===== src/rtl/skt_pkg.sv =====
// Shared constants and codes for the sorted key table.
package skt_pkg;

  localparam int DEPTH = 16;
  localparam int KEY_W = 32;
  localparam int IDX_W = (DEPTH > 1) ? $clog2(DEPTH) : 1;
  localparam int CNT_W = $clog2(DEPTH + 1);
  localparam int CAP_W = 5;
  localparam int OUT_CNT_W = 5;
  localparam int LIM_W = (CNT_W > CAP_W) ? CNT_W : CAP_W;

  localparam logic [1:0] OP_INSERT = 2'd0;
  localparam logic [1:0] OP_FIND   = 2'd1;
  localparam logic [1:0] OP_DELETE = 2'd2;

  localparam logic [1:0] ST_OK   = 2'd0;
  localparam logic [1:0] ST_FULL = 2'd1;
  localparam logic [1:0] ST_MISS = 2'd2;

endpackage


===== src/rtl/skt_req_if.sv =====
// Request channel: valid/ready plus request type and key.
interface skt_req_if import skt_pkg::*; ();
  logic                    valid;
  logic                    ready;
  logic [1:0]              req_type;
  logic signed [KEY_W-1:0] key;

  modport source (output valid, output req_type, output key, input ready);
  modport sink   (input valid, input req_type, input key, output ready);
endinterface


===== src/rtl/skt_rsp_if.sv =====
// Response channel: valid/ready plus status, matched key and entry count.
interface skt_rsp_if import skt_pkg::*; ();
  logic                    valid;
  logic                    ready;
  logic [1:0]              status;
  logic signed [KEY_W-1:0] matched_key;
  logic [OUT_CNT_W-1:0]    entry_count;

  modport source (output valid, output status, output matched_key, output entry_count,
                  input ready);
  modport sink   (input valid, input status, input matched_key, input entry_count,
                  output ready);
endinterface


===== src/rtl/sorted_key_table_top.sv =====
// Top level of the sorted key table: request sequencer around one key RAM.
//
// Usage
//   in_req  : request beats {req_type, key}; insert, find or delete one key.
//   out_rsp : one response beat per request {status, matched_key, entry_count}.
//   cfg_we / cfg_wdata : write the capacity register (reset 16) only while idle.
// Operation
//   Keys sit in ascending order in a DEPTH-entry RAM with registered read
//   data. Each request walks the table from entry 0, one entry per cycle,
//   reading entry i+1 while writing back entry i (insert ripples keys up,
//   delete ripples them down), so no access ever overlaps an unfinished write.
// Sequencing
//   One request at a time: accept, a walk up to the stop position (up to the
//   stored count for insert and delete, up to the first key not below the
//   request key for find), then hand-off. Full inserts and unused request
//   types skip the walk.
// Reset and stalls
//   Reset empties the table (count zero, RAM contents left as they are) and
//   drops any pending response. A stalled receiver holds the response beat;
//   the next request is accepted meanwhile and waits only at hand-off.
module sorted_key_table_top import skt_pkg::*; (
  input  logic                 clk,
  input  logic                 rst_n,
  skt_req_if.sink              in_req,
  skt_rsp_if.source            out_rsp,
  input  logic                 cfg_we,
  input  logic [CAP_W-1:0]     cfg_wdata
);

  typedef enum logic [1:0] {S_IDLE, S_RUN, S_DONE} state_t;

  state_t                  state_r, state_nxt;
  logic [1:0]              op_r, op_nxt;
  logic [KEY_W-1:0]        key_r, key_nxt;
  logic [CNT_W-1:0]        ptr_r, ptr_nxt;      // entry whose read data is on ram_rdata
  logic [CNT_W-1:0]        count_r, count_nxt;
  logic [CAP_W-1:0]        cap_r, cap_nxt;
  logic                    flag_r, flag_nxt;    // insert: key placed; delete: key found
  logic [KEY_W-1:0]        carry_r, carry_nxt;  // key displaced by an insert
  logic [1:0]              res_status_r, res_status_nxt;
  logic [KEY_W-1:0]        res_match_r, res_match_nxt;
  logic                    out_valid_r, out_valid_nxt;
  logic [1:0]              out_status_r, out_status_nxt;
  logic [KEY_W-1:0]        out_match_r, out_match_nxt;
  logic [OUT_CNT_W-1:0]    out_count_r, out_count_nxt;

  logic                    ram_we;
  logic [IDX_W-1:0]        ram_waddr;
  logic [KEY_W-1:0]        ram_wdata;
  logic [IDX_W-1:0]        ram_raddr;
  logic [KEY_W-1:0]        ram_rdata;

  logic                    accept;
  logic [LIM_W-1:0]        cap_ext;
  logic [LIM_W-1:0]        lim;
  logic                    full;
  logic                    at_end;
  logic                    key_lt;
  logic                    key_eq;

  skt_ram #(.WIDTH(KEY_W), .DEPTH(DEPTH), .AW(IDX_W)) u_ram (
    .clk   (clk),
    .we    (ram_we),
    .waddr (ram_waddr),
    .wdata (ram_wdata),
    .raddr (ram_raddr),
    .rdata (ram_rdata)
  );

  assign in_req.ready        = (state_r == S_IDLE);
  assign accept              = in_req.valid && in_req.ready;
  assign out_rsp.valid       = out_valid_r;
  assign out_rsp.status      = out_status_r;
  assign out_rsp.matched_key = out_match_r;
  assign out_rsp.entry_count = out_count_r;

  // Capacity saturates at the table depth.
  assign cap_ext = LIM_W'(cap_r);
  assign lim     = (cap_ext > LIM_W'(DEPTH)) ? LIM_W'(DEPTH) : cap_ext;
  assign full    = (LIM_W'(count_r) >= lim);

  assign at_end  = (ptr_r == count_r);
  assign key_lt  = ($signed(ram_rdata) < $signed(key_r));
  assign key_eq  = (ram_rdata == key_r);

  always_comb begin
    state_nxt      = state_r;
    op_nxt         = op_r;
    key_nxt        = key_r;
    ptr_nxt        = ptr_r;
    count_nxt      = count_r;
    cap_nxt        = cfg_we ? cfg_wdata : cap_r;
    flag_nxt       = flag_r;
    carry_nxt      = carry_r;
    res_status_nxt = res_status_r;
    res_match_nxt  = res_match_r;
    out_valid_nxt  = out_valid_r && !out_rsp.ready;
    out_status_nxt = out_status_r;
    out_match_nxt  = out_match_r;
    out_count_nxt  = out_count_r;
    ram_we         = 1'b0;
    ram_waddr      = ptr_r[IDX_W-1:0];
    ram_wdata      = key_r;
    ram_raddr      = IDX_W'(ptr_r + 1'b1);

    case (state_r)
      S_IDLE: begin
        ram_raddr = '0;
        if (accept) begin
          op_nxt         = in_req.req_type;
          key_nxt        = in_req.key;
          ptr_nxt        = '0;
          flag_nxt       = 1'b0;
          res_match_nxt  = '0;
          if (in_req.req_type == OP_INSERT && full) begin
            res_status_nxt = ST_FULL;
            state_nxt      = S_DONE;
          end else if (in_req.req_type != OP_INSERT && in_req.req_type != OP_FIND &&
                       in_req.req_type != OP_DELETE) begin
            res_status_nxt = ST_MISS;
            state_nxt      = S_DONE;
          end else begin
            state_nxt = S_RUN;
          end
        end
      end

      S_RUN: begin
        ptr_nxt = ptr_r + 1'b1;
        case (op_r)
          OP_INSERT: begin
            // Drop the new key at the first slot not below it, then ripple up.
            ram_we    = 1'b1;
            carry_nxt = ram_rdata;
            if (!flag_r && (at_end || !key_lt)) begin
              ram_wdata = key_r;
              flag_nxt  = 1'b1;
            end else if (flag_r) begin
              ram_wdata = carry_r;
            end else begin
              ram_we = 1'b0;
            end
            if (at_end) begin
              count_nxt      = count_r + 1'b1;
              res_status_nxt = ST_OK;
              state_nxt      = S_DONE;
            end
          end
          OP_FIND: begin
            if (at_end || !key_lt) begin
              if (!at_end && key_eq) begin
                res_status_nxt = ST_OK;
                res_match_nxt  = ram_rdata;
              end else begin
                res_status_nxt = ST_MISS;
              end
              state_nxt = S_DONE;
            end
          end
          OP_DELETE: begin
            if (!flag_r) begin
              if (at_end || !key_lt) begin
                if (!at_end && key_eq) begin
                  flag_nxt = 1'b1;
                end else begin
                  res_status_nxt = ST_MISS;
                  state_nxt      = S_DONE;
                end
              end
            end else if (at_end) begin
              count_nxt      = count_r - 1'b1;
              res_status_nxt = ST_OK;
              state_nxt      = S_DONE;
            end else begin
              // Close the gap: move this entry down by one.
              ram_we    = 1'b1;
              ram_waddr = IDX_W'(ptr_r - 1'b1);
              ram_wdata = ram_rdata;
            end
          end
          default: begin
            res_status_nxt = ST_MISS;
            state_nxt      = S_DONE;
          end
        endcase
      end

      S_DONE: begin
        ram_raddr = '0;
        if (!out_valid_r || out_rsp.ready) begin
          out_valid_nxt  = 1'b1;
          out_status_nxt = res_status_r;
          out_match_nxt  = res_match_r;
          out_count_nxt  = OUT_CNT_W'(count_r);
          state_nxt      = S_IDLE;
        end
      end

      default: begin
        state_nxt = S_IDLE;
      end
    endcase
  end

  always_ff @(posedge clk) begin
    if (!rst_n) begin
      state_r     <= S_IDLE;
      count_r     <= '0;
      cap_r       <= CAP_W'(16);
      out_valid_r <= 1'b0;
      flag_r      <= 1'b0;
    end else begin
      state_r     <= state_nxt;
      count_r     <= count_nxt;
      cap_r       <= cap_nxt;
      out_valid_r <= out_valid_nxt;
      flag_r      <= flag_nxt;
    end
    op_r         <= op_nxt;
    key_r        <= key_nxt;
    ptr_r        <= ptr_nxt;
    carry_r      <= carry_nxt;
    res_status_r <= res_status_nxt;
    res_match_r  <= res_match_nxt;
    out_status_r <= out_status_nxt;
    out_match_r  <= out_match_nxt;
    out_count_r  <= out_count_nxt;
  end

endmodule


===== src/rtl/skt_ram.sv =====
// Generic simple dual-port RAM with registered read data.
module skt_ram #(
  parameter int WIDTH = 32,
  parameter int DEPTH = 16,
  parameter int AW    = (DEPTH > 1) ? $clog2(DEPTH) : 1
) (
  input  logic             clk,
  input  logic             we,
  input  logic [AW-1:0]    waddr,
  input  logic [WIDTH-1:0] wdata,
  input  logic [AW-1:0]    raddr,
  output logic [WIDTH-1:0] rdata
);

  logic [WIDTH-1:0] mem [DEPTH];

  always_ff @(posedge clk) begin
    if (we) begin
      mem[waddr] <= wdata;
    end
    rdata <= mem[raddr];
  end

endmodule


===== src/flat_wrapper.sv =====
// flat-port wrapper written by rule: the top's interface ports become plain ports
module sorted_key_table_top_flat import skt_pkg::*;
  (clk, rst_n, cfg_we, cfg_wdata, in_req_valid, in_req_req_type, in_req_key, in_req_ready, out_rsp_valid, out_rsp_status, out_rsp_matched_key, out_rsp_entry_count, out_rsp_ready);
  skt_req_if in_req_i ();
  skt_rsp_if out_rsp_i ();
  input  logic clk;
  input  logic rst_n;
  input  logic cfg_we;
  input  logic [CAP_W-1:0] cfg_wdata;
  input wire logic [$bits(in_req_i.valid)-1:0] in_req_valid;
  input wire logic [$bits(in_req_i.req_type)-1:0] in_req_req_type;
  input wire logic [$bits(in_req_i.key)-1:0] in_req_key;
  output wire logic [$bits(in_req_i.ready)-1:0] in_req_ready;
  output wire logic [$bits(out_rsp_i.valid)-1:0] out_rsp_valid;
  output wire logic [$bits(out_rsp_i.status)-1:0] out_rsp_status;
  output wire logic [$bits(out_rsp_i.matched_key)-1:0] out_rsp_matched_key;
  output wire logic [$bits(out_rsp_i.entry_count)-1:0] out_rsp_entry_count;
  input wire logic [$bits(out_rsp_i.ready)-1:0] out_rsp_ready;
  assign in_req_i.valid = in_req_valid;
  assign in_req_i.req_type = in_req_req_type;
  assign in_req_i.key = in_req_key;
  assign in_req_ready = in_req_i.ready;
  assign out_rsp_valid = out_rsp_i.valid;
  assign out_rsp_status = out_rsp_i.status;
  assign out_rsp_matched_key = out_rsp_i.matched_key;
  assign out_rsp_entry_count = out_rsp_i.entry_count;
  assign out_rsp_i.ready = out_rsp_ready;
  sorted_key_table_top u_core (.clk(clk), .rst_n(rst_n), .in_req(in_req_i), .out_rsp(out_rsp_i), .cfg_we(cfg_we), .cfg_wdata(cfg_wdata));
endmodule

===== config.mk =====
export PLATFORM = sky130hd
export DESIGN_NAME = sorted_key_table_top_flat
export DESIGN_NICKNAME = d
export VERILOG_FILES = /design/src/rtl/skt_pkg.sv /design/src/rtl/skt_req_if.sv /design/src/rtl/skt_rsp_if.sv /design/src/rtl/sorted_key_table_top.sv /design/src/rtl/skt_ram.sv /design/src/flat_wrapper.sv
export SDC_FILE = /design/constraint.sdc
export NUM_CORES = 1
export LEC_CHECK = 0
export BUFFER_PORTS_ARGS = -buffer_cell sky130_fd_sc_hd__buf_2
export CAP_MARGIN = 5
export CORE_ASPECT_RATIO = 1.25
export CORE_MARGIN = 4
export CORE_UTILIZATION = 35
export DETAILED_ROUTE_END_ITERATION = 8
export SETUP_SLACK_MARGIN = 0.1
export SLEW_MARGIN = 25
export SYNTH_ARGS = -nofsm -noshare
export SYNTH_HDL_FRONTEND = slang
export SYNTH_SLANG_ARGS = --single-unit

===== constraint.sdc =====
create_clock -name clk -period 6.5 [get_ports clk]
set_input_delay 0.325 -clock clk [delete_from_list [all_inputs] [get_ports clk]]
set_output_delay 0.325 -clock clk [all_outputs]
set_load 0.05 [all_outputs]

After elaboration in Yosys (flattened, before gate mapping)
Memory sizes are Yosys's and may differ from the RTL's. A register that Yosys moved wholly into a read port is not among the register bits.
Cells that the tools add are included.
{"block": "word_totals", "register_bits": 158, "latch_bits": 0, "mem_bits_rw": 512, "rom_bits": 0, "memories": 1}
{"block": "op_classes", "addsub": 4, "multipliers": 0, "div": 0, "order_cmp": 3, "eq_ne": 22, "shift": 0, "n_mux": 60, "n_bitwise": 0, "n_reduce_logical": 30}
{"name": "u_core.u_ram.mem", "depth": 16, "word_bits": 32, "rd": 1, "rd_ports_with_merged_regs": 1, "wr": 1, "line": "skt_ram.sv:15", "source": "logic [WIDTH-1:0] mem [DEPTH];"}
{"operator": "2-to-1 mux 32 bit", "count": 9}
{"operator": "one-hot mux 32 bit (2 select lines)", "count": 2}
{"operator": "== test 32 bit", "count": 1}
{"operator": "< comparator 32 bit", "count": 1}
{"operator": "2-to-1 mux 2 bit", "count": 16}
{"operator": "2-to-1 mux 5 bit", "count": 5}
{"operator": "2-to-1 mux 4 bit", "count": 5}
{"operator": "one-hot mux 5 bit (2 select lines)", "count": 2}
{"operator": "one-hot mux 2 bit (3 select lines)", "count": 3}
{"operator": "AND reduction 5 bit", "count": 3}
{"operator": "2-to-1 mux 1 bit", "count": 14}
{"operator": "!= test 2 x 1 -> 1 bit (second input constant)", "count": 7}
{"operator": "adder 5 x 1 -> 5 bit (second input constant)", "count": 2}
{"operator": "!= test 3 x 2 -> 1 bit (second input constant)", "count": 3}
{"operator": "AND reduction 2 bit", "count": 4}
{"operator": "logical AND 1 bit", "count": 7}
{"operator": "logical NOT 2 bit", "count": 3}
{"operator": "!= test 2 bit (second input constant)", "count": 3}
{"operator": "one-hot mux 1 bit (2 select lines)", "count": 3}
{"operator": "AND reduction 6 bit", "count": 1}
{"operator": "nonzero test 2 bit", "count": 3}
{"operator": "== test 5 bit", "count": 1}
{"operator": "greater-or-equal comparator 5 bit", "count": 1}
{"operator": "greater-than comparator 5 bit (second input constant)", "count": 1}
{"operator": "other kinds (12)", "count": 19}

Logic depth before layout (Yosys ltp)
Gate-level depths: netlist of run 1.
{"block": "depth", "depth_word": 9, "mapped_depth": 11}

By module
Synthesis of run 1 repeated with hierarchy kept, for this count alone.
{"block": "unflattened", "hier_cells": 1483, "area_unflattened_um2": 27366.2}
{"module": "skt_ram", "n_inst": 1, "cells_each": 838, "area_each_um2": 19835.3, "seq_area_each_um2": 16015.4}
{"module": "sorted_key_table_top", "n_inst": 1, "cells_each": 645, "area_each_um2": 7531.0, "seq_area_each_um2": 4604.4}

Worst setup path after synthesis of run 1
OpenSTA, ideal clock, no wires.
{"block": "synth_timing", "kind": "register to register", "startpoint": "register u_core.key_r[10]", "endpoint": "memory u_core.u_ram.mem[4][0], enable pin", "setup_time_ns": 0.501, "arrival_ns": 5.512, "setup_slack_ns": 0.487, "stages_incl_launch_ff": 11, "n_path_buf": 1, "synth_period_minus_slack_ns": 6.013, "cell_sequence": "edfxtp_1 inv_1 ha_1 a21o_1 a21oi_2 a21oi_1 or4b_4 a211oi_4 mux2_4 buf_8 nor4_1"}
{"block": "synth_between", "elab_chain_cells": 9}
{"element": "start, declared", "line": "sorted_key_table_top.sv:34", "source": "logic [KEY_W-1:0] key_r, key_nxt;"}
{"element": "start signal, assigned", "line": "sorted_key_table_top.sv:220", "source": "key_r <= key_nxt;"}
{"element": "< comparator 32 bit", "line": "sorted_key_table_top.sv:83", "source": "assign key_lt = ($signed(ram_rdata) < $signed(key_r));"}
{"element": "logical NOT 1 bit", "line": "sorted_key_table_top.sv:135", "source": "if (!flag_r && (at_end || !key_lt)) begin"}
{"element": "logical OR 1 bit", "line": "sorted_key_table_top.sv:135"}
{"element": "logical AND 1 bit", "line": "sorted_key_table_top.sv:135"}
{"element": "2-to-1 mux 1 bit", "line": "sorted_key_table_top.sv:135"}
{"element": "one-hot mux 1 bit (2 select lines)", "line": "sorted_key_table_top.sv:130", "source": "case (op_r)"}
{"element": "2-to-1 mux 1 bit", "line": "sorted_key_table_top.sv:106", "source": "case (state_r)"}
{"element": "2-to-1 mux 1 bit", "line": "skt_ram.sv:18", "source": "if (we) begin"}
{"element": "2-to-1 mux 1 bit (implied by the code)", "line": "skt_ram.sv:19", "source": "mem[waddr] <= wdata;"}
{"element": "end, declared", "line": "skt_ram.sv:15"}
Every way passes these cells.

Worst setup path after layout of run 1
{"block": "layout_timing", "startpoint": "register u_core.key_r[13]", "endpoint": "memory u_core.u_ram.mem[2][28], enable pin"}
Same word-level chain as after synthesis.

==> summary.txt, run 1 <==
Cells and area
  – Register Area: 20620 um^2
  – Most frequent cells in the layout: edfxtp_1 (656), nand2_1 (283), a211oi_1 (156), nor2b_1 (134), a21oi_1 (92)
  – Share of cells above drive strength 1: 12.98%
  – Non-filler cells, final: 3227
  – Nets: 2200
  – Syn-to-layout area delta: 15.26%
  – N_diodes: 0
  – Multi-input logic area: 7213 um^2
  – Commonest non-fill, non-tap cell in the layout: edfxtp_1
  – Filler cell count: 7189

Placed design
  – Final weighted congestion in routability-driven placement: 0.8055
  – DP Wirelength: 40350 um
  – Placed cell count: 3072
  – Port bufs: 84

Synth
  – Synth Register Bits: 702
  – Mapped Area: 28390 um^2
  – Number of enable flip-flop cells after synthesis: 656
  – Synth Warn #: 0
  – Synthesized instance count: 2006
  – Register area share after synthesis: 72.64%
  – Syn Area/Cell: 14.15 um^2
  – Syn Nets: 2093
  – Top_reg_cell synth: edfxtp_1
  – Asr flop ratio synth: 0%
  – Yosys cell types: 59

Min path
  – Hold WC Path Type: primary input to register
  – Hold path depth: 2
  – Hold Startpoint: cfg_we
  – Hold EP: u_core.cap_ext[4]

Timing
  – Final Hold Vio Count: 0
  – Max Slew Vio Count: 0
  – Period utilization: 63.98%
  – Unrepaired setup endpoints after global routing: no
  – Slew HR: 38.42%
  – Fin Clk Skew: 0.02039 ns
  – TNS Setup: 0 ns
  – Max Clock Freq: 240.4 MHz
  – Setup Viol. Count Final: 0
  – Worst-Margin Slew: 0.9237 ns
  – Min cycle time layout: 4.159 ns

Clock tree
  – Reg clk slew, reported paths: 0.07 ns
  – Clk buf depth: 3
  – CTS buffer count: 61
  – H-Tree Depth: 2
  – Clock Latency Late Sink: 0.62 ns
  – Root buf cell: clkbuf_16
  – TritonCTS clock tree: done
  – Setup bufs post-CTS: 0
  – Clk sink count: 702

Die
  – Die H: 326.4 um
  – Top-Level Pins: 85
  – Die Width: 262.7 um
  – Die area: 85750 um^2
  – Initial Util: 35.37%
  – Core ar.: 80260 um^2
  – Row Count: 116

Global routing
  – All-Layer GR Usage: 15.80%
  – Grt ovf: 0
  – Number of antenna violations at the first check in global routing: 3
  – First-pass GRT wire length: 105600 um
  – Largest net degree at the start of global routing: 180
  – Vias in the first global route: 17200

Worst setup path
  – Arrival @ worst endpoint: 4.42 ns
  – Max incr delay on CP: 0.59 ns
  – Worst r2r dst: u_core.u_ram.mem[2][28]
  – CP max FO: 26
  – Slowest-stage cell, CP: nor3_2
  – CP cell instances: inv_1 > ha_1 > nand4_1 > nor3_1 > a21boi_0 > or4b_4 > a211oi_4 > mux2_4 > nor3_2 > buf_4
  – Buf+Inv Stages, Crit Path: 2
  – R2R Path Start: u_core.key_r[13]
  – Top delay family on crit path: simple AND/OR/NAND/NOR gates
  – Reg2Reg Depth: 10
  – Crit. Startpoint: u_core.key_r[13]
  – Critical path capture point type: register
  – Internal reg-to-reg setup slack: 2.34 ns
  – Required @ worst endpoint: 6.76 ns
  – Worst setup SP type: register
  – Setup CP Type: register to register

Routing
  – ANT nets after route: 0
  – First DRT Iteration DRCs: 1468
  – Via count: 17000
  – Vias per std cell: 5.269
  – Drt total wl: 70100 um
  – Remaining DRCs: 0
  – Drt pass-1 iters: 6
  – Per-cell routed wire length: 21.72 um

Power
  – Pwr dens: 376.3 nW/um^2
  – Leak Pwr: 10.83 nW
  – VDD IR max: 0.2019 mV

Run
  – Max cap viols: 0

Outcome
  – Run status: complete, no violations
stage by stage:
stage          setup WS [ns]  instance area (um^2)  hold WS [ns]  power, mW  utilization (%)
2_1_floorplan         0.4872                 28390        0.4003      7.644                -
3_3_place_gp           2.327                 30200        0.4013      8.557            37.63
3_5_place_dp           2.312                 30230        0.4052      8.633            37.66
4_1_cts                2.303                 32680       0.01568      12.37            40.72
5_1_grt                2.095                 32720       0.04802      12.86            40.77
6_report               2.341                 32720       0.03772      12.31            40.77
how the worst max path moves through the flow:
stage                         endpoint  slack (ns)  depth (start not counted)
3_5_place_dp   u_core.u_ram.mem[2][30]        2.31                         10
6_report       u_core.u_ram.mem[2][28]        2.34                         10
4_1_cts         u_core.u_ram.mem[2][6]        2.30                         10
2_1_floorplan   u_core.u_ram.mem[4][0]        0.49                         10
3_3_place_gp   u_core.u_ram.mem[2][30]        2.33                         10
5_1_grt        u_core.u_ram.mem[0][29]        2.09                          8
what timing repair did:
| item | in CTS | in global routing |
|---|---|---|
| gates resized for setup | 0 | 0 |
| hold buffers | 39 | 0 |
| endpoints found under the setup margin | 0 | 0 |
| hold endpoints to repair | 39 | 0 |
state kept, by name (all words and copies together) (netlist names), 32 cells and up:
register	count
u_core.res_match_r	32
u_core.carry_r	32
u_core.out_rsp.matched_key	32
u_core.key_r	32
u_core.u_ram.rdata	32
u_core.u_ram.mem	512
worst register-to-register path, stage by stage (launching register included):
cell and delay [ns]:
edfxtp_1 0.43, inv_1 0.08, ha_1 0.24, nand4_1 0.21, nor3_1 0.14, a21boi_0 0.19, or4b_4 0.54, a211oi_4 0.37
mux2_4 0.46, nor3_2 0.59, buf_4 0.53
Yosys cell counts (all sizes together) (2+ instances only):
library cell,instances,area [um^2]
buf,37,177.7
a21o,11,82.58
or2,3,18.77
nor2,34,127.6
a311oi,62,543.0
mux2i,23,230.2
dfxtp,46,920.9
edfxtp,656,19700
a221o,17,170.2
nand2,287,1077
nor4b,2,17.52
a31oi,70,437.9
nand4,9,62.56
nand2b,6,37.54
clkbuf,99,371.6
or3,3,18.77
a21oi,93,469.2
o211ai,5,37.54
nor2b,136,850.8
mux2,2,26.27
nor3b,2,15.01
xor2,2,17.52
o22ai,5,31.28
ha,42,525.5
a211oi,158,1204
a21boi,2,15.01
nor4,18,133.9
mux4,3,67.56
nand3,13,65.06
and2,50,312.8
o21ai,24,120.1
o22a,2,17.52
nor3,9,45.04
inv,45,168.9
o211a,3,30.03
xnor2,13,113.9
o221ai,2,17.52
cell families (layout without fill, tap and decap cells):
family          Yosys count  count (layout)  share of synthesized area [%]
compound gates          459             459                          11.34
simple gates            577             577                          9.957
fa+ha+maj                43              43                          1.922
buf+inv                 182             341                          2.543
mux                      28              28                          1.142
flops                   702             702                          72.64
xor+xnor                 15              15                         0.4628
cell type report:
cell class | instances | area share, %
clock inverters | 41 | 1.308
clock buffers | 74 | 5.002
flip-flops and latches | 702 | 63.02
well taps | 1062 | 4.061
inverters | 46 | 0.5277
repair buffers | 180 | 4.038
multi-input cells | 1122 | 22.05
where the power goes:
group,total [mW],switching [mW],internal [mW],leakage (nW)
Combinational,2.80,2.00,0.796,3.46
Clock,3.73,1.62,2.11,1.01
Sequential,5.78,0.219,5.56,6.35
per-layer routing:
metal	vias to the layer above	GRT usage (%)	wire length, um
met4	0	5.933	2517
met3	129	2.072	3826
met1	8522	20.02	28810
li1	7861	-	-
met2	490	27.74	34940
met5	-	0	0
(Power assumes the default switching activity.)
==> run 2, diff against run 1 <==
==> constraint.sdc (replaced) <==
create_clock -name clk -period 4 [get_ports clk]
set_input_delay 0.2 -clock clk [delete_from_list [all_inputs] [get_ports clk]]
set_output_delay 0.2 -clock clk [all_outputs]
set_load 0.05 [all_outputs]
==> summary.txt, run 2 (same netlist as run 1, synthesis figures left out) <==
Outcome
  – Run status: complete, no violations (unchanged)

Die
  – Die area: 85750 um^2 (unchanged)
  – Die H: 326.4 um (unchanged)
  – Core ar.: 80260 um^2 (unchanged)
  – Row Count: 116 (unchanged)
  – Initial Util: 35.37% (unchanged)
  – Top-Level Pins: 85 (unchanged)
  – Die Width: 262.7 um (unchanged)

Timing
  – Setup Viol. Count Final: 0 (unchanged)
  – Fin Clk Skew: 0.02010 ns (was 0.02039 ns)
  – Final Hold Vio Count: 0 (unchanged)
  – Period utilization: 92.47% (was 63.98%)
  – TNS Setup: 0 ns (unchanged)
  – Max Slew Vio Count: 0 (unchanged)
  – Worst-Margin Slew: 0.9464 ns (was 0.9237 ns)
  – Slew HR: 36.61% (was 38.42%)
  – Unrepaired setup endpoints after global routing: no (unchanged)
  – Min cycle time layout: 3.699 ns (was 4.159 ns)
  – Worst Slack Setup Final: 0.3014 ns (was 2.341 ns)
  – Max Clock Freq: 270.4 MHz (was 240.4 MHz)

Cells and area
  – Commonest non-fill, non-tap cell in the layout: edfxtp_1 (unchanged)
  – Most frequent cells in the layout: edfxtp_1 (656), nand2_1 (282), a211oi_1 (156), nor2b_1 (134), a21oi_1 (92) (was edfxtp_1 (656), nand2_1 (283), a211oi_1 (156), nor2b_1 (134), a21oi_1 (92))
  – N_diodes: 0 (unchanged)
  – Non-filler cells, final: 3292 (was 3227)
  – Most flops, register: u_core.u_ram.mem (unchanged)
  – Nets: 2264 (was 2200)
  – Filler cell count: 7191 (was 7189)
  – Max reg flops: 512 (unchanged)
  – Share of cells above drive strength 1: 14.17% (was 12.98%)
  – Syn-to-layout area delta: 18.27% (was 15.26%)

Clock tree
  – Reg clk slew, reported paths: 0.06 ns (was 0.07 ns)
  – Hold_buf cts: 53 (was 39)
  – Setup bufs post-CTS: 0 (unchanged)
  – CTS buffer count: 67 (was 61)
  – TritonCTS clock tree: done (unchanged)
  – Clock Latency Late Sink: 0.61 ns (was 0.62 ns)
  – Post-CTS resize count: 0 (unchanged)
  – H-Tree Depth: 3 (was 2)
  – Clk buf depth: 3 (unchanged)
  – Root buf cell: clkbuf_16 (unchanged)
  – Clk sink count: 702 (unchanged)

Global routing
  – All-Layer GR Usage: 15.45% (was 15.80%)
  – Number of antenna violations at the first check in global routing: 0 (was 3)
  – Vias in the first global route: 17440 (was 17200)
  – Largest net degree at the start of global routing: 192 (was 180)
  – Grt ovf: 0 (unchanged)
  – First-pass GRT wire length: 104400 um (was 105600 um)

Worst setup path
  – Worst setup SP type: register (unchanged)
  – Buf+Inv Stages, Crit Path: 2 (unchanged)
  – Stages on the worst setup path: 10 (unchanged)
  – Arrival @ worst endpoint: 3.99 ns (was 4.42 ns)
  – CP cell instances: inv_1 > ha_1 > nand4_2 > nor2_1 > a22oi_1 > nand2_1 > a211oi_4 > mux2_4 > nor4_4 > buf_12 (was inv_1 > ha_1 > nand4_1 > nor3_1 > a21boi_0 > or4b_4 > a211oi_4 > mux2_4 > nor3_2 > buf_4)
  – Reg2Reg Depth: 10 (unchanged)
  – Required @ worst endpoint: 4.29 ns (was 6.76 ns)
  – Critical path capture point type: register (unchanged)
  – Max incr delay on CP: 0.52 ns (was 0.59 ns)
  – Setup CP Type: register to register (unchanged)
  – Top delay family on crit path: simple AND/OR/NAND/NOR gates (unchanged)
  – CP max FO: 32 (was 26)
  – Slowest-stage cell, CP: mux2_4 (was nor3_2)

Routing
  – Via count: 17240 (was 17000)
  – ANT nets after route: 0 (unchanged)
  – Per-cell routed wire length: 20.54 um (was 21.72 um)
  – Vias per std cell: 5.237 (was 5.269)
  – Drt pass-1 iters: 6 (unchanged)
  – First DRT Iteration DRCs: 1336 (was 1468)
  – Drt total wl: 67630 um (was 70100 um)
  – Remaining DRCs: 0 (unchanged)

Placed design
  – Port bufs: 84 (unchanged)
  – Pre-CTS WS: 0.2696 ns (was 2.312 ns)
  – Placed cell count: 3117 (was 3072)
  – Final weighted congestion in routability-driven placement: 0.8556 (was 0.8055)
  – DP Wirelength: 42890 um (was 40350 um)

Min path
  – Hold path depth: 2 (unchanged)
  – Hold WC Path Type: primary input to register (unchanged)

Power
  – Pwr dens: 604.7 nW/um^2 (was 376.3 nW/um^2)
  – Final Power: 20.30 mW (was 12.31 mW)
  – VDD IR max: 0.3189 mV (was 0.2019 mV)
  – Leak Pwr: 11.22 nW (was 10.83 nW)

Run
  – Max cap viols: 0 (unchanged)
==> run 2: stage by stage <==
step                hold slack, ns  area [um^2]  util, %
finish                      0.3111        33570    41.83
global route                0.2935        33570    41.83
global placement            0.3795        30980    38.60
floorplan                   0.2989        28600        -
CTS                         0.2719        33570    41.83
detailed placement          0.3799        31000    38.62
==> run 2: per-layer routing <==
metal | wire length (um) | track usage, % | share of wire (%)
met3 | 3405 | 2.267 | 5.0
met1 | 28780 | 19.92 | 43
met5 | 0 | 0 | 0
met2 | 34260 | 27.23 | 51
met4 | 1185 | 4.365 | 1.8
==> run 2: worst paths after layout <==
kind	slack [ns]	endpoint	startpoint
worst max-delay path	0.30	u_core.u_ram.mem[14][17]	u_core.key_r[31]
worst min-delay path	0.31	u_core.key_r[25]	in_req_key[25]
worst max register to register	0.30	u_core.u_ram.mem[14][17]	u_core.key_r[31]
worst min register to register	0.42	u_core.out_rsp.matched_key[20]	u_core.res_match_r[20]
==> run 2: power by group <==
group / total, mW / internal, mW / switching [mW]
logic: 4.88 / 1.49 / 3.39
clock network: 6.02 / 3.35 / 2.67
registers: 9.40 / 9.04 / 0.362
total: 20.3 / 13.9 / 6.42
==> run 2: area by class of cell <==
type / instances / area (um^2) / share of cell area, %
well taps: 1062 / 1329 / 3.958
repair buffers: 238 / 2047 / 6.097
inverters: 46 / 172.7 / 0.5143
flip-flops and latches: 702 / 20620 / 61.42
clock buffers: 96 / 1838 / 5.475
clock inverters: 26 / 207.7 / 0.6186
multi-input cells: 1122 / 7360 / 21.92
==> run 2: worst reg2reg max path, cell delays in order, from the launching register on <==
cell and delay [ns]:
edfxtp_1 0.39, inv_1 0.06, ha_1 0.39, nand4_2 0.27, nor2_1 0.09, a22oi_1 0.50, nand2_1 0.18, a211oi_4 0.30
mux2_4 0.52, nor4_4 0.40, buf_12 0.29
==> run 3, diff against run 2 <==
--- a/config.mk
+++ b/config.mk
@@ -5,12 +5,13 @@
 export SDC_FILE = /design/constraint.sdc
 export NUM_CORES = 1
 export LEC_CHECK = 0
-export BUFFER_PORTS_ARGS = -buffer_cell sky130_fd_sc_hd__buf_2
+export ABC_AREA = 1
 export CAP_MARGIN = 5
 export CORE_ASPECT_RATIO = 1.25
 export CORE_MARGIN = 4
 export CORE_UTILIZATION = 35
 export DETAILED_ROUTE_END_ITERATION = 8
+export DONT_BUFFER_PORTS = 1
 export SETUP_SLACK_MARGIN = 0.1
 export SLEW_MARGIN = 25
 export SYNTH_ARGS = -nofsm -noshare
==> summary.txt, run 3 <==
Cells and area
  – Most frequent cells in the layout: edfxtp_1 (656), nor2_1 (574), o21ai_0 (197), nand2_1 (153), inv_1 (106) (was edfxtp_1 (656), nand2_1 (282), a211oi_1 (156), nor2b_1 (134), a21oi_1 (92))
  – Share of cells above drive strength 1: 9.779% (was 14.17%)
  – Commonest non-fill, non-tap cell in the layout: edfxtp_1 (unchanged)
  – Nets: 2428 (was 2264)
  – N_diodes: 0 (unchanged)
  – Filler cell count: 7287 (was 7191)
  – Most flops, register: u_core.u_ram.mem (unchanged)
  – Max reg flops: 512 (unchanged)
  – Syn-to-layout area delta: 15.25% (was 18.27%)

Routing
  – First DRT Iteration DRCs: 1742 (was 1336)
  – Via count: 18110 (was 17240)
  – Per-cell routed wire length: 20.65 um (was 20.54 um)
  – Vias per std cell: 5.243 (was 5.237)
  – Drt pass-1 iters: 5 (was 6)
  – Drt total wl: 71330 um (was 67630 um)
  – Remaining DRCs: 0 (unchanged)
  – ANT nets after route: 0 (unchanged)

Placed design
  – Final weighted congestion in routability-driven placement: 0.8523 (was 0.8556)
  – DP Wirelength: 44250 um (was 42890 um)
  – Port bufs: 0 (was 84)

Power
  – VDD IR max: 0.3745 mV (was 0.3189 mV)
  – Final Power: 21.51 mW (was 20.30 mW)
  – Pwr dens: 656.9 nW/um^2 (was 604.7 nW/um^2)
  – Leak Pwr: 11.29 nW (was 11.22 nW)

Global routing
  – All-Layer GR Usage: 16.15% (was 15.45%)
  – Grt ovf: 0 (unchanged)
  – First-pass GRT wire length: 109100 um (was 104400 um)
  – Number of antenna violations at the first check in global routing: 0 (unchanged)
  – Largest net degree at the start of global routing: 136 (was 192)
  – Vias in the first global route: 17740 (was 17440)

Synth
  – Synth Warn #: 0 (unchanged)
  – Register area share after synthesis: 72.58% (was 72.64%)
  – Top-count cell post-synth: edfxtp_1 (unchanged)
  – Synth Register Bits: 702 (unchanged)
  – Mapped Area: 28410 um^2 (was 28390 um^2)
  – Syn Nets: 2359 (was 2093)
  – Top post-synthesis cells by count: edfxtp_1 (656), nor2_1 (592), o21ai_0 (198) (was edfxtp_1 (656), nand2_1 (287), a211oi_1 (156))
  – Number of enable flip-flop cells after synthesis: 656 (unchanged)
  – Synthesized instance count: 2272 (was 2006)
  – Top_reg_cell synth: edfxtp_1 (unchanged)
  – Top area cells in the synthesized netlist: edfxtp_1 (69%), nor2_1 (7.8%), o21ai_0 (3.5%) (was edfxtp_1 (69%), a211oi_1 (4.1%), nand2_1 (3.8%))
  – Asr flop ratio synth: 0% (unchanged)
  – Syn Area/Cell: 12.50 um^2 (was 14.15 um^2)
  – Yosys cell types: 51 (was 59)
  – Yosys top cell by area: edfxtp_1 (unchanged)
  – Area fraction of the dominant cell type after synthesis: 69.34% (was 69.39%)

Worst setup path
  – Top delay family on crit path: simple AND/OR/NAND/NOR gates (unchanged)
  – CP max FO: 32 (unchanged)
  – Reg2Reg Depth: 13 (was 10)
  – Stages on the worst setup path: 13 (was 10)
  – CP cell instances: inv_1 > ha_1 > a21oi_1 > o21a_1 > nand2_1 > a21oi_1 > nand3_1 > nand3_1 > o21ai_0 > nand2_1 > nand3_1 > nor2_4 > buf_4 (was inv_1 > ha_1 > nand4_2 > nor2_1 > a22oi_1 > nand2_1 > a211oi_4 > mux2_4 > nor4_4 > buf_12)
  – Setup CP Type: register to register (unchanged)
  – Most used cell, CP: nand3_1
  – Max incr delay on CP: 0.44 ns (was 0.52 ns)
  – Arrival @ worst endpoint: 3.81 ns (was 3.99 ns)
  – Critical path capture point type: register (unchanged)
  – Worst setup SP type: register (unchanged)
  – Slowest-stage cell, CP: buf_4 (was mux2_4)
  – Required @ worst endpoint: 4.25 ns (was 4.29 ns)
  – Buf+Inv Stages, Crit Path: 2 (unchanged)

Die
  – Die area: 85820 um^2 (was 85750 um^2)
  – Core ar.: 80260 um^2 (unchanged)
  – Row Count: 116 (unchanged)
  – Die Width: 262.8 um (was 262.7 um)
  – Top-Level Pins: 85 (unchanged)
  – Initial Util: 35.40% (was 35.37%)
  – Die H: 326.5 um (was 326.4 um)

Timing
  – Unrepaired setup endpoints after global routing: no (unchanged)
  – TNS Setup: 0 ns (unchanged)
  – Fin Clk Skew: 0.02343 ns (was 0.02010 ns)
  – Setup Viol. Count Final: 0 (unchanged)
  – Slew HR: 36.60% (was 36.61%)
  – Worst-Margin Slew: 0.9510 ns (was 0.9464 ns)
  – Max Clock Freq: 280.7 MHz (was 270.4 MHz)
  – Max Slew Vio Count: 0 (unchanged)
  – Period utilization: 89.07% (was 92.47%)
  – Min cycle time layout: 3.563 ns (was 3.699 ns)
  – Final Hold Vio Count: 0 (unchanged)

Clock tree
  – Reg clk slew, reported paths: 0.06 ns (about the same)
  – Clock Latency Late Sink: 0.62 ns (was 0.61 ns)
  – Clk buf depth: 3 (unchanged)
  – TritonCTS clock tree: done (unchanged)
  – CTS buffer count: 66 (was 67)
  – H-Tree Depth: 3 (unchanged)
  – Setup bufs post-CTS: 0 (unchanged)
  – Post-CTS resize count: 0 (unchanged)
  – Root buf cell: clkbuf_16 (unchanged)
  – Clk sink count: 702 (unchanged)

Min path
  – Hold path depth: 4 (was 2)
  – Hold WC Path Type: primary input to register (unchanged)

Outcome
  – Run status: complete, no violations (unchanged)

Run
  – Max cap viols: 0 (unchanged)
run 3: changes by cell type after synthesis, moves of 61 or more:
cell / previous run / this run
nor2_1: 34 / 592
o21ai_0: 22 / 198
a211oi_1: 156 / 0
nor2b_1: 136 / 0
nand2_1: 287 / 154
nand3_1: 13 / 86
a31oi_1: 70 / 2
a311oi_1: 62 / 0
o311ai_0: 0 / 62
inv_1: 45 / 106
run 3: kinds of logic (layout without fill, tap and decap cells):
family | count (synthesis) | after routing | share of synthesized area (%)
and+or+nand+nor | 861 | 861 | 12.27
DFF | 702 | 702 | 72.58
AOI/OAI and AO/OA | 409 | 409 | 9.302
buffers and inverters | 245 | 366 | 3.475
adders and majority gates | 43 | 43 | 1.920
xor gates and xnor gates | 12 | 12 | 0.4492
run 3: routing by layer:
metal  global-route usage (%)  up-vias  share of wire, %
met3                    2.064      114               5.7
met1                    21.18     9015                42
met5                        0        -                 0
met4                    5.035        0               2.5
li1                         -     8326                 -
met2                    28.07      658                50
run 3: power by group:
group	total [mW]	switching, mW	internal, mW
logic	5.48	3.99	1.49
registers	9.79	0.631	9.16
clock network	6.24	2.74	3.50
total	21.5	7.36	14.2
run 3: timing repair:
item	in CTS	in global routing
setup endpoints to repair	0	0
hold endpoints to repair	48	0
hold buffers	43	0
run 3: stage by stage:
step	instances	util [%]	worst slack, ns	hold slack (ns)	instance area [um^2]
after global routing	3455	40.79	0.2344	0.1013	32740
after detailed placement	3292	37.62	0.4123	0.2989	30200
after floorplan	2272	-	-0.08492	0.2989	28440
after global placement	3291	37.58	0.4261	0.2990	30160
after CTS	3455	40.79	0.4024	0.02250	32740
final	3455	40.79	0.4373	0.04644	32740
run 3: worst paths after layout:
kind	startpoint	endpoint	slack, ns
setup reg to reg	u_core.key_r[31]	u_core.u_ram.mem[7][28]	0.44
setup / recovery	u_core.key_r[31]	u_core.u_ram.mem[7][28]	0.44
hold / removal	in_req_req_type[0]	u_core.res_status_r[1]	0.05
hold reg to reg	u_core.res_match_r[20]	u_core.out_rsp.matched_key[20]	0.41
run 3: area by class of cell:
type                       instances  area [um^2]  share of cell area (%)
clock buffer                      88         1785                   5.453
clock inverter                    32        331.6                   1.013
inverter                         118        466.7                   1.425
multi-input combinational       1325         6972                   21.29
sequential                       702        20620                   62.98
tap                             1062         1329                   4.058
timing repair buffer             128         1239                   3.783
run 3: worst register-to-register path: stages, from the launching register on:
cell      delay (ns)
edfxtp_1        0.38
inv_1           0.11
ha_1            0.28
a21oi_1         0.26
o21a_1          0.16
nand2_1         0.05
a21oi_1         0.28
nand3_1         0.18
nand3_1         0.16
o21ai_0         0.12
nand2_1         0.23
nand3_1         0.36
nor2_4          0.17
buf_4           0.44
